<file path="src/hw/rtl/versioned_lru_tag_cache_core_macros.svh">
// ----------------------------------------------------------------------------
// Assertion macros for the versioned LRU tag cache core
// Concurrent assertion wrappers, clocked on clk_i and disabled in reset.
// ----------------------------------------------------------------------------
`ifndef VERSIONED_LRU_TAG_CACHE_CORE_MACROS_SVH
`define VERSIONED_LRU_TAG_CACHE_CORE_MACROS_SVH

`ifndef ASSERT_OFF
`define VLTC_ASSERT(lbl, prop, msg) \
  lbl: assert property (@(posedge clk_i) disable iff (!rst_ni) prop) else $error(msg);
`define VLTC_ASSERT_NEVER(lbl, cond, msg) \
  lbl: assert property (@(posedge clk_i) disable iff (!rst_ni) !(cond)) else $error(msg);
`else
`define VLTC_ASSERT(lbl, prop, msg)
`define VLTC_ASSERT_NEVER(lbl, cond, msg)
`endif

`endif

</file>
<file path="src/hw/rtl/vltc_pkg.sv">
// ----------------------------------------------------------------------------
// Versioned LRU tag cache package
// Field widths, operation codes and the control bundle sent to every cell.
// ----------------------------------------------------------------------------
package vltc_pkg;

  localparam int unsigned MaxEntriesDefault = 16;
  localparam int unsigned KeyWidthDefault   = 32;

  localparam int unsigned OpW     = 2;
  localparam int unsigned KeyTagW = 32;
  localparam int unsigned VerW    = 48;
  localparam int unsigned SlotW   = 4;
  localparam int unsigned CountW  = 5;

  typedef enum logic [OpW-1:0] {
    OP_LOOKUP = 2'd0,
    OP_INVAL  = 2'd1,
    OP_CLEAR  = 2'd2
  } op_e;

  typedef struct packed {
    logic load;
    logic upd;
    logic lookup;
    logic inval;
  } cell_ctl_t;

endpackage

</file>
<file path="src/hw/rtl/versioned_lru_tag_cache_core.sv">
// ----------------------------------------------------------------------------
// Versioned LRU tag cache core
// Most-recently-used list of key/version entries kept in a row of cells.
//
//   Channel  Direction  Handshake               Payload
//   in       input      in_valid_i/in_ready_o   operation, key_tag, version
//   out      output     out_valid_o/out_ready_i hit, slot, stale_dropped,
//                                               evicted, removed, entry_count
//
// On the accept edge every cell registers its key and version compare; the
// list then shifts through the cell chain and the result register loads at
// the first edge at which that register is free. The result can wait in its
// register while the next beat is accepted; a beat waits in the cells until
// the result register is free. After reset the list is empty and holds the
// slot ids in ascending order.
// ----------------------------------------------------------------------------
`include "versioned_lru_tag_cache_core_macros.svh"

module versioned_lru_tag_cache_core #(
  parameter int unsigned MAX_ENTRIES = vltc_pkg::MaxEntriesDefault,
  parameter int unsigned KEY_WIDTH   = vltc_pkg::KeyWidthDefault
) (
  input  logic                         clk_i,
  input  logic                         rst_ni,
  input  logic                         in_valid_i,
  output logic                         in_ready_o,
  input  logic [vltc_pkg::OpW-1:0]     operation_i,
  input  logic [vltc_pkg::KeyTagW-1:0] key_tag_i,
  input  logic [vltc_pkg::VerW-1:0]    version_i,
  output logic                         out_valid_o,
  input  logic                         out_ready_i,
  output logic                         hit_o,
  output logic [vltc_pkg::SlotW-1:0]   slot_o,
  output logic                         stale_dropped_o,
  output logic                         evicted_o,
  output logic                         removed_o,
  output logic [vltc_pkg::CountW-1:0]  entry_count_o
);

  localparam int unsigned IdW  = $clog2(MAX_ENTRIES);
  localparam int unsigned CntW = $clog2(MAX_ENTRIES + 1);
  localparam int unsigned KeyW = (KEY_WIDTH < vltc_pkg::KeyTagW) ? KEY_WIDTH
                                                                  : vltc_pkg::KeyTagW;
  localparam int unsigned VerW = vltc_pkg::VerW;

  logic                busy_q;
  vltc_pkg::op_e       op_q;
  logic [KeyW-1:0]     new_key_q;
  logic [VerW-1:0]     new_ver_q;
  logic [CntW-1:0]     vc_q, vc_d;

  logic                           out_valid_q;
  logic                           hit_q, hit_d;
  logic [vltc_pkg::SlotW-1:0]     slot_q, slot_d;
  logic                           stale_q, stale_d;
  logic                           evict_q, evict_d;
  logic                           removed_q, removed_d;
  logic [vltc_pkg::CountW-1:0]    count_q, count_d;

  logic                in_fire, out_free, done;
  logic                full, any_km, any_hit;
  logic [IdW-1:0]      front_id;
  vltc_pkg::cell_ctl_t ctl;

  logic [MAX_ENTRIES:0]   carry;
  logic [IdW-1:0]         ids     [MAX_ENTRIES];
  logic [KeyW-1:0]        keys    [MAX_ENTRIES];
  logic [VerW-1:0]        vers    [MAX_ENTRIES];
  logic [IdW-1:0]         sel_ids [MAX_ENTRIES];
  logic [MAX_ENTRIES-1:0] km_vec, hit_vec;

  logic [vltc_pkg::SlotW+IdW-1:0]     slot_wide;
  logic [vltc_pkg::CountW+CntW-1:0]   count_wide;

  assign in_ready_o = ~busy_q;
  assign in_fire    = in_valid_i & in_ready_o;
  assign out_free   = ~out_valid_q | out_ready_i;
  assign done       = busy_q & out_free;

  always_comb begin
    ctl.load   = in_fire;
    ctl.upd    = done;
    ctl.lookup = 1'b0;
    ctl.inval  = 1'b0;
    case (op_q)
      vltc_pkg::OP_LOOKUP: ctl.lookup = busy_q;
      vltc_pkg::OP_INVAL:  ctl.inval  = busy_q;
      default:             ;
    endcase
  end

  assign carry[0] = 1'b0;

  for (genvar g = 0; g < MAX_ENTRIES; g++) begin : g_cell
    logic [IdW-1:0]  prev_id,  next_id;
    logic [KeyW-1:0] prev_key, next_key;
    logic [VerW-1:0] prev_ver, next_ver;

    if (g == 0) begin : g_head
      assign prev_id  = front_id;
      assign prev_key = new_key_q;
      assign prev_ver = new_ver_q;
    end else begin : g_body
      assign prev_id  = ids[g-1];
      assign prev_key = keys[g-1];
      assign prev_ver = vers[g-1];
    end

    if (g == MAX_ENTRIES - 1) begin : g_tail
      assign next_id  = ids[g];
      assign next_key = keys[g];
      assign next_ver = vers[g];
    end else begin : g_mid
      assign next_id  = ids[g+1];
      assign next_key = keys[g+1];
      assign next_ver = vers[g+1];
    end

    vltc_cell #(
      .Index      (g),
      .NumEntries (MAX_ENTRIES),
      .IdW        (IdW),
      .KeyW       (KeyW),
      .CntW       (CntW)
    ) u_cell (
      .clk_i       (clk_i),
      .rst_ni      (rst_ni),
      .ctl_i       (ctl),
      .vc_i        (vc_q),
      .cmp_key_i   (key_tag_i[KeyW-1:0]),
      .cmp_ver_i   (version_i),
      .carry_i     (carry[g]),
      .carry_o     (carry[g+1]),
      .prev_id_i   (prev_id),
      .prev_key_i  (prev_key),
      .prev_ver_i  (prev_ver),
      .next_id_i   (next_id),
      .next_key_i  (next_key),
      .next_ver_i  (next_ver),
      .front_id_i  (front_id),
      .sel_id_o    (sel_ids[g]),
      .id_o        (ids[g]),
      .key_o       (keys[g]),
      .ver_o       (vers[g]),
      .key_match_o (km_vec[g]),
      .hit_o       (hit_vec[g])
    );
  end

  always_comb begin
    front_id = '0;
    for (int i = 0; i < MAX_ENTRIES; i++) begin
      front_id = front_id | sel_ids[i];
    end
  end

  assign full    = vc_q == CntW'(MAX_ENTRIES);
  assign any_km  = |km_vec;
  assign any_hit = |hit_vec;

  always_comb begin
    vc_d      = vc_q;
    hit_d     = 1'b0;
    stale_d   = 1'b0;
    evict_d   = 1'b0;
    removed_d = 1'b0;
    slot_wide = '0;
    case (op_q)
      vltc_pkg::OP_LOOKUP: begin
        hit_d     = any_hit;
        stale_d   = any_km & ~any_hit;
        evict_d   = ~any_km & full;
        slot_wide = {{vltc_pkg::SlotW{1'b0}}, front_id};
        if (!any_km && !full) begin
          vc_d = vc_q + CntW'(1);
        end
      end
      vltc_pkg::OP_INVAL: begin
        removed_d = any_km;
        if (any_km) begin
          vc_d = vc_q - CntW'(1);
        end
      end
      vltc_pkg::OP_CLEAR: begin
        vc_d = '0;
      end
      default: ;
    endcase
    slot_d     = slot_wide[vltc_pkg::SlotW-1:0];
    count_wide = {{vltc_pkg::CountW{1'b0}}, vc_d};
    count_d    = count_wide[vltc_pkg::CountW-1:0];
  end

  always_ff @(posedge clk_i or negedge rst_ni) begin
    if (!rst_ni) begin
      busy_q      <= 1'b0;
      vc_q        <= '0;
      out_valid_q <= 1'b0;
    end else begin
      if (in_fire) begin
        busy_q <= 1'b1;
      end else if (done) begin
        busy_q <= 1'b0;
      end
      if (done) begin
        vc_q <= vc_d;
      end
      if (done) begin
        out_valid_q <= 1'b1;
      end else if (out_ready_i) begin
        out_valid_q <= 1'b0;
      end
    end
  end

  always_ff @(posedge clk_i) begin
    if (in_fire) begin
      op_q      <= vltc_pkg::op_e'(operation_i);
      new_key_q <= key_tag_i[KeyW-1:0];
      new_ver_q <= version_i;
    end
    if (done) begin
      hit_q     <= hit_d;
      slot_q    <= slot_d;
      stale_q   <= stale_d;
      evict_q   <= evict_d;
      removed_q <= removed_d;
      count_q   <= count_d;
    end
  end

  assign out_valid_o     = out_valid_q;
  assign hit_o           = hit_q;
  assign slot_o          = slot_q;
  assign stale_dropped_o = stale_q;
  assign evicted_o       = evict_q;
  assign removed_o       = removed_q;
  assign entry_count_o   = count_q;

  `VLTC_ASSERT(a_accept_busy, in_valid_i && in_ready_o |=> busy_q, "Accepted beat did not occupy the cells.")
  `VLTC_ASSERT_NEVER(a_count_range, vc_q > CntW'(MAX_ENTRIES), "Entry count exceeds the list length.")
  `VLTC_ASSERT(a_flags_excl, out_valid_o |-> $countones({hit_o, stale_dropped_o, evicted_o, removed_o}) <= 2 && !(hit_o && evicted_o) && !(hit_o && stale_dropped_o), "Result flags conflict.")
  `VLTC_ASSERT(a_stall_hold, busy_q && out_valid_q && !out_ready_i |=> busy_q && $stable(vc_q), "Beat left the cells while the result register was full.")

endmodule

</file>
<file path="src/hw/rtl/vltc_cell.sv">
// ----------------------------------------------------------------------------
// Versioned LRU tag cache cell
// One position of the recency list: slot id, key and version, with its
// match flags and its link in the first-match chain.
// ----------------------------------------------------------------------------
module vltc_cell #(
  parameter int unsigned Index      = 0,
  parameter int unsigned NumEntries = vltc_pkg::MaxEntriesDefault,
  parameter int unsigned IdW        = 4,
  parameter int unsigned KeyW       = 32,
  parameter int unsigned CntW       = 5
) (
  input  logic                      clk_i,
  input  logic                      rst_ni,
  input  vltc_pkg::cell_ctl_t       ctl_i,
  input  logic [CntW-1:0]           vc_i,
  input  logic [KeyW-1:0]           cmp_key_i,
  input  logic [vltc_pkg::VerW-1:0] cmp_ver_i,
  input  logic                      carry_i,
  output logic                      carry_o,
  input  logic [IdW-1:0]            prev_id_i,
  input  logic [KeyW-1:0]           prev_key_i,
  input  logic [vltc_pkg::VerW-1:0] prev_ver_i,
  input  logic [IdW-1:0]            next_id_i,
  input  logic [KeyW-1:0]           next_key_i,
  input  logic [vltc_pkg::VerW-1:0] next_ver_i,
  input  logic [IdW-1:0]            front_id_i,
  output logic [IdW-1:0]            sel_id_o,
  output logic [IdW-1:0]            id_o,
  output logic [KeyW-1:0]           key_o,
  output logic [vltc_pkg::VerW-1:0] ver_o,
  output logic                      key_match_o,
  output logic                      hit_o
);

  localparam logic IsLast = (Index == NumEntries - 1);

  logic [IdW-1:0]            id_q, id_d;
  logic [KeyW-1:0]           key_q, key_d;
  logic [vltc_pkg::VerW-1:0] ver_q, ver_d;
  logic                      kmatch_q, kmatch_d;
  logic                      vmatch_q, vmatch_d;
  logic                      valid, at_vc, below_tail, at_tail;
  logic                      km, mark, sel;

  always_comb begin
    valid      = CntW'(Index) < vc_i;
    at_vc      = CntW'(Index) == vc_i;
    below_tail = CntW'(Index + 1) < vc_i;
    at_tail    = CntW'(Index + 1) == vc_i;
    km         = valid & kmatch_q;
    if (ctl_i.lookup) begin
      mark = km | at_vc | IsLast;
    end else if (ctl_i.inval) begin
      mark = km;
    end else begin
      mark = 1'b0;
    end
    sel = mark & ~carry_i;
  end

  assign carry_o     = carry_i | mark;
  assign sel_id_o    = sel ? id_q : '0;
  assign id_o        = id_q;
  assign key_o       = key_q;
  assign ver_o       = ver_q;
  assign key_match_o = km;
  assign hit_o       = km & vmatch_q;

  always_comb begin
    id_d     = id_q;
    key_d    = key_q;
    ver_d    = ver_q;
    kmatch_d = kmatch_q;
    vmatch_d = vmatch_q;
    if (ctl_i.load) begin
      kmatch_d = key_q == cmp_key_i;
      vmatch_d = ver_q == cmp_ver_i;
    end
    if (ctl_i.upd) begin
      if (ctl_i.lookup && !carry_i) begin
        id_d  = prev_id_i;
        key_d = prev_key_i;
        ver_d = prev_ver_i;
      end else if (ctl_i.inval && (carry_i || mark)) begin
        if (at_tail) begin
          id_d = front_id_i;
        end else if (below_tail) begin
          id_d  = next_id_i;
          key_d = next_key_i;
          ver_d = next_ver_i;
        end
      end
    end
  end

  always_ff @(posedge clk_i or negedge rst_ni) begin
    if (!rst_ni) begin
      id_q <= IdW'(Index);
    end else begin
      id_q <= id_d;
    end
  end

  always_ff @(posedge clk_i) begin
    key_q    <= key_d;
    ver_q    <= ver_d;
    kmatch_q <= kmatch_d;
    vmatch_q <= vmatch_d;
  end

endmodule

</file>
<file path="config.mk">
export PLATFORM = sky130hd
export DESIGN_NAME = versioned_lru_tag_cache_core
export DESIGN_NICKNAME = d
export VERILOG_FILES = /design/src/hw/rtl/vltc_pkg.sv /design/src/hw/rtl/versioned_lru_tag_cache_core.sv /design/src/hw/rtl/vltc_cell.sv
export VERILOG_INCLUDE_DIRS = /design/src /design/src/hw/rtl
export SDC_FILE = /design/constraint.sdc
export NUM_CORES = 2
export LEC_CHECK = 0
export ABC_AREA = 1
export BUFFER_PORTS_ARGS = -buffer_cell sky130_fd_sc_hd__buf_4
export CORE_ASPECT_RATIO = 1.5
export CORE_MARGIN = 2
export CORE_UTILIZATION = 50
export CTS_CLUSTER_SIZE = 14
export DETAILED_ROUTE_END_ITERATION = 12
export GPL_ROUTABILITY_DRIVEN = 0
export PLACE_DENSITY = 0.75
export SYNTH_ARGS = -nofsm -noshare
export SYNTH_HDL_FRONTEND = slang
export SYNTH_HIERARCHICAL = 1
export SYNTH_SLANG_ARGS = --single-unit
</file>
<file path="constraint.sdc">
create_clock -name clk_i -period 12.15 [get_ports clk_i]
set_clock_uncertainty 0.05 [all_clocks]
set_input_delay 0.6075 -clock clk_i [delete_from_list [all_inputs] [get_ports clk_i]]
set_output_delay 0.6075 -clock clk_i [all_outputs]
set_load 0.01 [all_outputs]
</file>
## Word-level counts from Yosys, hierarchy flattened

Cells that the tools add are included.
Widths: inputs -> output; s select.

| cells by class | value |
|---|---|
| $add $sub $neg | 2 |
| magnitude comparators | 16 |
| eq/ne operators | 66 |
| mux-type cells | 240 |
| bitwise operators | 115 |
| reduce and logical (&&, ||, !) cells | 149 |

Operator list:

| kind | number |
|---|---|
| $mux 48 | 60 |
| $mux 32 | 60 |
| $eq 48x48->1 | 16 |
| $eq 32x32->1 | 16 |
| $mux 4 | 79 |
| $reduce_bool 2->1 | 34 |
| $or 4x4->4 | 15 |
| $reduce_and 4->1 | 15 |
| $and 1x1->1 | 51 |
| $reduce_and 3->1 | 16 |
| $reduce_bool 3->1 | 15 |
| $eq 4x5->1 const A | 8 |
| $lt 4x5->1 const A | 8 |
| $mux 1 | 38 |
| $logic_and 1x1->1 | 32 |
| $reduce_or 16->1 | 2 |
| $or 1x1->1 | 30 |
| $ne 2x2->1 const B | 14 |
| $eq 3x5->1 const A | 4 |
| $lt 3x5->1 const A | 4 |
| $not 1->1 | 19 |
| $logic_not 1->1 | 17 |
| $logic_or 1x1->1 | 15 |
| $pmux 5 s3 | 1 |
| 15 further kinds | 19 |

| word-level totals | value |
|---|---|
| flip-flop bits (word level) | 1478 |
| bits of input ports | 86 |
| output and inout bits | 15 |
| logic and storage cells | 680 |

## Logic depth before layout (Yosys ltp)

| logic depth | value |
|---|---|
| word-level depth | 25 |
| depth in mapped cells | 46 |
| gate-level depth less buffers | 46 |

## Hierarchy

The synthesis kept the hierarchy.

By module, submodules not included:

| module | instances | cells an instance | area an instance (sq um) | seq. area each (sq um) |
|---|---|---|---|---|
| vltc_cell at g_cell[7].u_cell | 1 | 637 | 5082.4 | 2566.2 |
| vltc_cell at g_cell[11].u_cell | 1 | 606 | 5019.8 | 2566.2 |
| vltc_cell at g_cell[5].u_cell | 1 | 608 | 4988.5 | 2565.0 |
| vltc_cell at g_cell[9].u_cell | 1 | 587 | 4967.3 | 2565.0 |
| vltc_cell at g_cell[1].u_cell | 1 | 588 | 4954.8 | 2563.7 |
| vltc_cell at g_cell[4].u_cell | 1 | 585 | 4954.8 | 2563.7 |
| vltc_cell at g_cell[3].u_cell | 1 | 582 | 4941.0 | 2565.0 |
| vltc_cell at g_cell[13].u_cell | 1 | 590 | 4939.7 | 2566.2 |
| vltc_cell at g_cell[15].u_cell | 1 | 620 | 4938.5 | 2567.5 |
| vltc_cell at g_cell[8].u_cell | 1 | 586 | 4924.7 | 2563.7 |
| vltc_cell at g_cell[6].u_cell | 1 | 572 | 4893.4 | 2565.0 |
| vltc_cell at g_cell[14].u_cell | 1 | 571 | 4882.2 | 2566.2 |
| vltc_cell at g_cell[10].u_cell | 1 | 562 | 4879.7 | 2565.0 |
| vltc_cell at g_cell[2].u_cell | 1 | 559 | 4875.9 | 2563.7 |
| 3 more rows | n/a | n/a | n/a | n/a |

## Worst setup path after synthesis

No wires, ideal clock.

| timing path | value |
|---|---|
| kind | register to register |
| start point | register op_q[0] |
| end point | register g_cell[13].u_cell.key_q[0], enable pin |
| library setup time | 0.545 ns |
| arrival time | 9.153 ns |
| required time | 11.555 ns |
| slack | 2.402 ns |
| cell stages (with the launch flop) | 34 |
| path buffers | 0 |
| clock period less this slack | 9.748 ns |
| path through | edfxtp_1 > nor2_2 > inv_1 > nor2_1 > nand4_1 > nand3_2 > inv_1 > nand3_2 > inv_1 > nand2_4 > inv_1 > nand3_2 > inv_1 > nand3_2 > inv_1 > nand3_2 > inv_1 > nand3_2 > inv_2 > nand3_4 > inv_1 > nand3_2 > inv_1 > nand3_2 > inv_1 > nand2_2 > inv_2 > nand3_2 > inv_1 > nand2_2 > inv_1 > nand2_4 > nand2_4 > a21oi_1 |

RTL lines:

| what | line | source |
|---|---|---|
| start, declared | versioned_lru_tag_cache_core.sv:47 | `vltc_pkg::op_e op_q;` |
| start signal, assigned | versioned_lru_tag_cache_core.sv:218 | `op_q <= vltc_pkg::op_e'(operation_i);` |
| end signal, assigned | vltc_cell.sv:106 | `key_q <= key_d;` |
| end, declared | vltc_cell.sv:39 | `logic [KeyW-1:0] key_q, key_d;` |

==> flow_summary.yaml <==
cells_and_area:
  fillCellCount: 14472
  drive_above_1_share: 0.0705
  fin_nets: 9772
  finish.instance_area_um2: 90200
  layoutNonFillerInstCount: 12011
  area_delta_synth_final_pct: 8.93
sta:
  worst_slew_pin_slew_ns: 1.40
  setup_viol: 0
  hold_viol_final: 0
  fmax_ghz: 0.109
  holdWs_ns: 0.115
  rsz0062_at_grt: "false"
  slew_headroom: 0.0578
  drv_slew: 0
  finalSetupTns_ns: 0
  fin_crit_ns: 9.18
  fin_crit_sh: 0.756
clocking:
  htreeDepth: 4
  cts_root_buf: "clkbuf_16"
  clkSinkCount: 1478
  cts.clk_slew.worst_paths_ns: 0.06
  numCtsBuffers: 144
  cts_tree: "yes"
  clockBufferDepth: 3
  clkLatencyLatePin_ns: 0.81
worst_hold_path:
  hold_start: "in_valid_i"
  min_path_type: "input pin to flip-flop"
logic_synthesis:
  netlist_area_um2: 82800
  avgSynthCellArea_um2: 8.59
  ys_top_cells_by_count: "nand2_1 (4895), edfxtp_1 (1407), xnor2_1 (902)"
  synth_edf_count: 1407
  synthCells: 9645
  synthTopCellsByArea: "edfxtp_1 (51%), nand2_1 (22%), xnor2_1 (9.5%)"
  yosysSeqAreaShare: 0.532
  yosysTopAreaCellShare: 0.510
  synth_top_area_cell: "edfxtp_1"
  synth_cell_types: 52
  post-synth-top-count-cell: "nand2_1"
  yosysWarnings: 6
  synth_flop_cell: "edfxtp_1"
  synth-seq-cells: 1478
  async_reset_ff_frac: 0.0480
critical_path:
  crit_start: "op_q[0]$_DFFE_PP_"
  crit_arrival_ns: 9.56
  end_kind: "flip-flop"
  r2r_start: "op_q[0]$_DFFE_PP_"
  cp_common_cell: "inv_1"
  cp_slowest_stage_delay_ns: 0.83
  slowest_stage: "nor2_4"
  worstPathRequired_ns: 12.53
  worstSetupPathType: "flip-flop to flip-flop"
  critPathLaunchType: "flip-flop"
  cp_max_fo: 89
outcome:
  status: "finished, final reports clean"
route:
  wirelength_um: 250000
  vias: 67085
  routed_via_density: 5.59
  drtAntennaViolNets: 0
  drc: 0
  wl_per_cell_um: 20.8
  first_iter_violations: 6591
  drt_first_pass_iters: 6
floorplanning:
  start_util: 0.502
  die_width_um: 336
  rows: 183
  core_um2: 165000
  boundaryPins: 101
  die_h_um: 503
  die-area_um2: 169000
power_and_ir_drop:
  seq_power_share: 0.459
  power_density_nw_per_um2: 159
  p_int_uw: 9640
  p_sw_frac: 0.327
  p_clk_frac: 0.312
  total_leakage_power_uw: 0.0374
  ir_drop_v: 0.000168
  power.switching_uw: 4690
  combPwrFrac: 0.229
global_routing:
  grt_overflow: 0
  grt_pass1_vias: 67597
  grt_util_all_layers: 0.292
  grt_pass1_wl_um: 381000
  antenna_found_initial: 3
  grt_max_degree: 90
place:
  post-dp-hpwl_um: 173000
  place_area_um2: 85700
  dp_cells: 11753
  port-buffer-count: 100
flow_run:
  maxCapViolCount: 0
==> critical path: cells and delay by family (launching register included) <==
family	cells	cell delay, ns
buffers and inverters	18	4.09
flip-flops	1	0.45
AO/OA/AOI/OAI	1	0.27
AND/OR/NAND/NOR	22	3.81
==> registers in the layout, summed over array words and instances, names as in the netlist <==
| signal | count |
|---|---|
| g_cell.u_cell/ver_o | 768 |
| g_cell.u_cell/key_o | 512 |
| g_cell.u_cell/id_o | 64 |
| g_cell.prev_ver | 48 |
| g_cell.prev_key | 32 |
| g_cell.u_cell/kmatch_q | 16 |
| g_cell.u_cell/vmatch_q | 16 |
| entry_count_o | 5 |
| vc_q | 5 |
| slot_o | 4 |
| op_q | 2 |
| busy_q | 1 |
| evicted_o | 1 |
| hit_o | 1 |
| out_valid_o | 1 |
| removed_o | 1 |
| stale_dropped_o | 1 |
==> logic make-up (layout without fill, tap and decap cells) <==
group                      count (synthesis)  after routing  share of synthesized area
buffers and inverters                    850            993                     0.0429
and+or+nand+nor                         6079           6079                      0.299
AOI/OAI and AO/OA                        162            162                     0.0124
other                                      1              4                  0.0000453
DFF                                     1478           1478                      0.532
adders and majority gates                  3              3                   0.000453
xor gates and xnor gates                1072           1072                      0.113
==> power by group through the flow <==
stage | registers, uW | logic, uW | clock network, uW
floorplan | 6660 | 2170 | 0
global placement | 6670 | 3090 | 0
detailed placement | 6680 | 3210 | 0
CTS | 6580 | 3220 | 4530
global route | 6620 | 3580 | 4700
finish | 6590 | 3280 | 4470
==> placed cells by master, fill, tap and decap left out, types with 34 or more instances in the layout <==
cell | Yosys | final
edfxtp_1 | 1407 | 1407
nand3_1 | 157 | 157
nor2_1 | 504 | 494
xor2_1 | 170 | 170
o21ai_0 | 51 | 51
buf_4 | 44 | 169
nand2_2 | 40 | 40
dfrtp_1 | 39 | 35
nand4_1 | 175 | 175
nor3_1 | 73 | 72
inv_2 | 45 | 34
clkbuf_16 | 0 | 150
xnor2_1 | 902 | 902
inv_1 | 516 | 515
nor2_4 | 25 | 34
or2_2 | 53 | 53
nand2_1 | 4895 | 4894
==> worst paths after layout <==
| check | slack (ns) | end | cells past startpoint |
|---|---|---|---|
| min reg2reg | 0.45 | g_cell[12].u_cell/id_o[2]$_DFFE_PN1P_ | 2 |
| max in group asynchronous | 10.90 | g_cell[14].u_cell/id_o[0]$_DFFE_PN0P_ | 2 |
| max | 2.97 | g_cell[15].u_cell/ver_o[13]$_DFFE_PP_ | 41 |
| min | 0.11 | busy_q$_DFFE_PN0P_ | 3 |
| max reg2reg | 2.97 | g_cell[15].u_cell/ver_o[13]$_DFFE_PP_ | 41 |
| min in group asynchronous | 0.45 | g_cell[8].u_cell/id_o[1]$_DFFE_PN0P_ | 2 |
==> through the flow <==
| stage | utilization | setup slack [ns] | total power, uW |
|---|---|---|---|
| 2_1_floorplan | - | 2.40 | 8830 |
| 3_3_place_gp | 0.519 | 3.30 | 9760 |
| 3_5_place_dp | 0.519 | 3.19 | 9890 |
| 4_1_cts | 0.547 | 3.15 | 14300 |
| 5_1_grt | 0.547 | 2.33 | 14900 |
| 6_report | 0.547 | 2.97 | 14300 |
==> cell type report <==
class                   instances  area (um^2)  share of cell area
flip-flops and latches       1478        44100               0.488
multi-input cells            7318        35400               0.392
clock buffers                 183         3910              0.0433
well taps                    2220         2780              0.0308
inverters                     568         2170              0.0241
repair buffers                173         1310              0.0145
clock inverters                69          601             0.00666
diodes                          2         5.00           0.0000555
==> what timing repair did <==
item | in CTS | in global routing
gates resized for setup | 0 | 0
hold buffers | 4 | 0
endpoints found under the hold margin | 42 | 0
buffers inserted | 0 | 0
==> routing by layer <==
layer | GRT usage | wire length [um]
met1 | 0.319 | 88500
met2 | 0.517 | 125000
met3 | 0.0417 | 16500
met4 | 0.212 | 19900
met5 | 0 | 0
No activity file was read; power rests on OpenSTA's default activity.
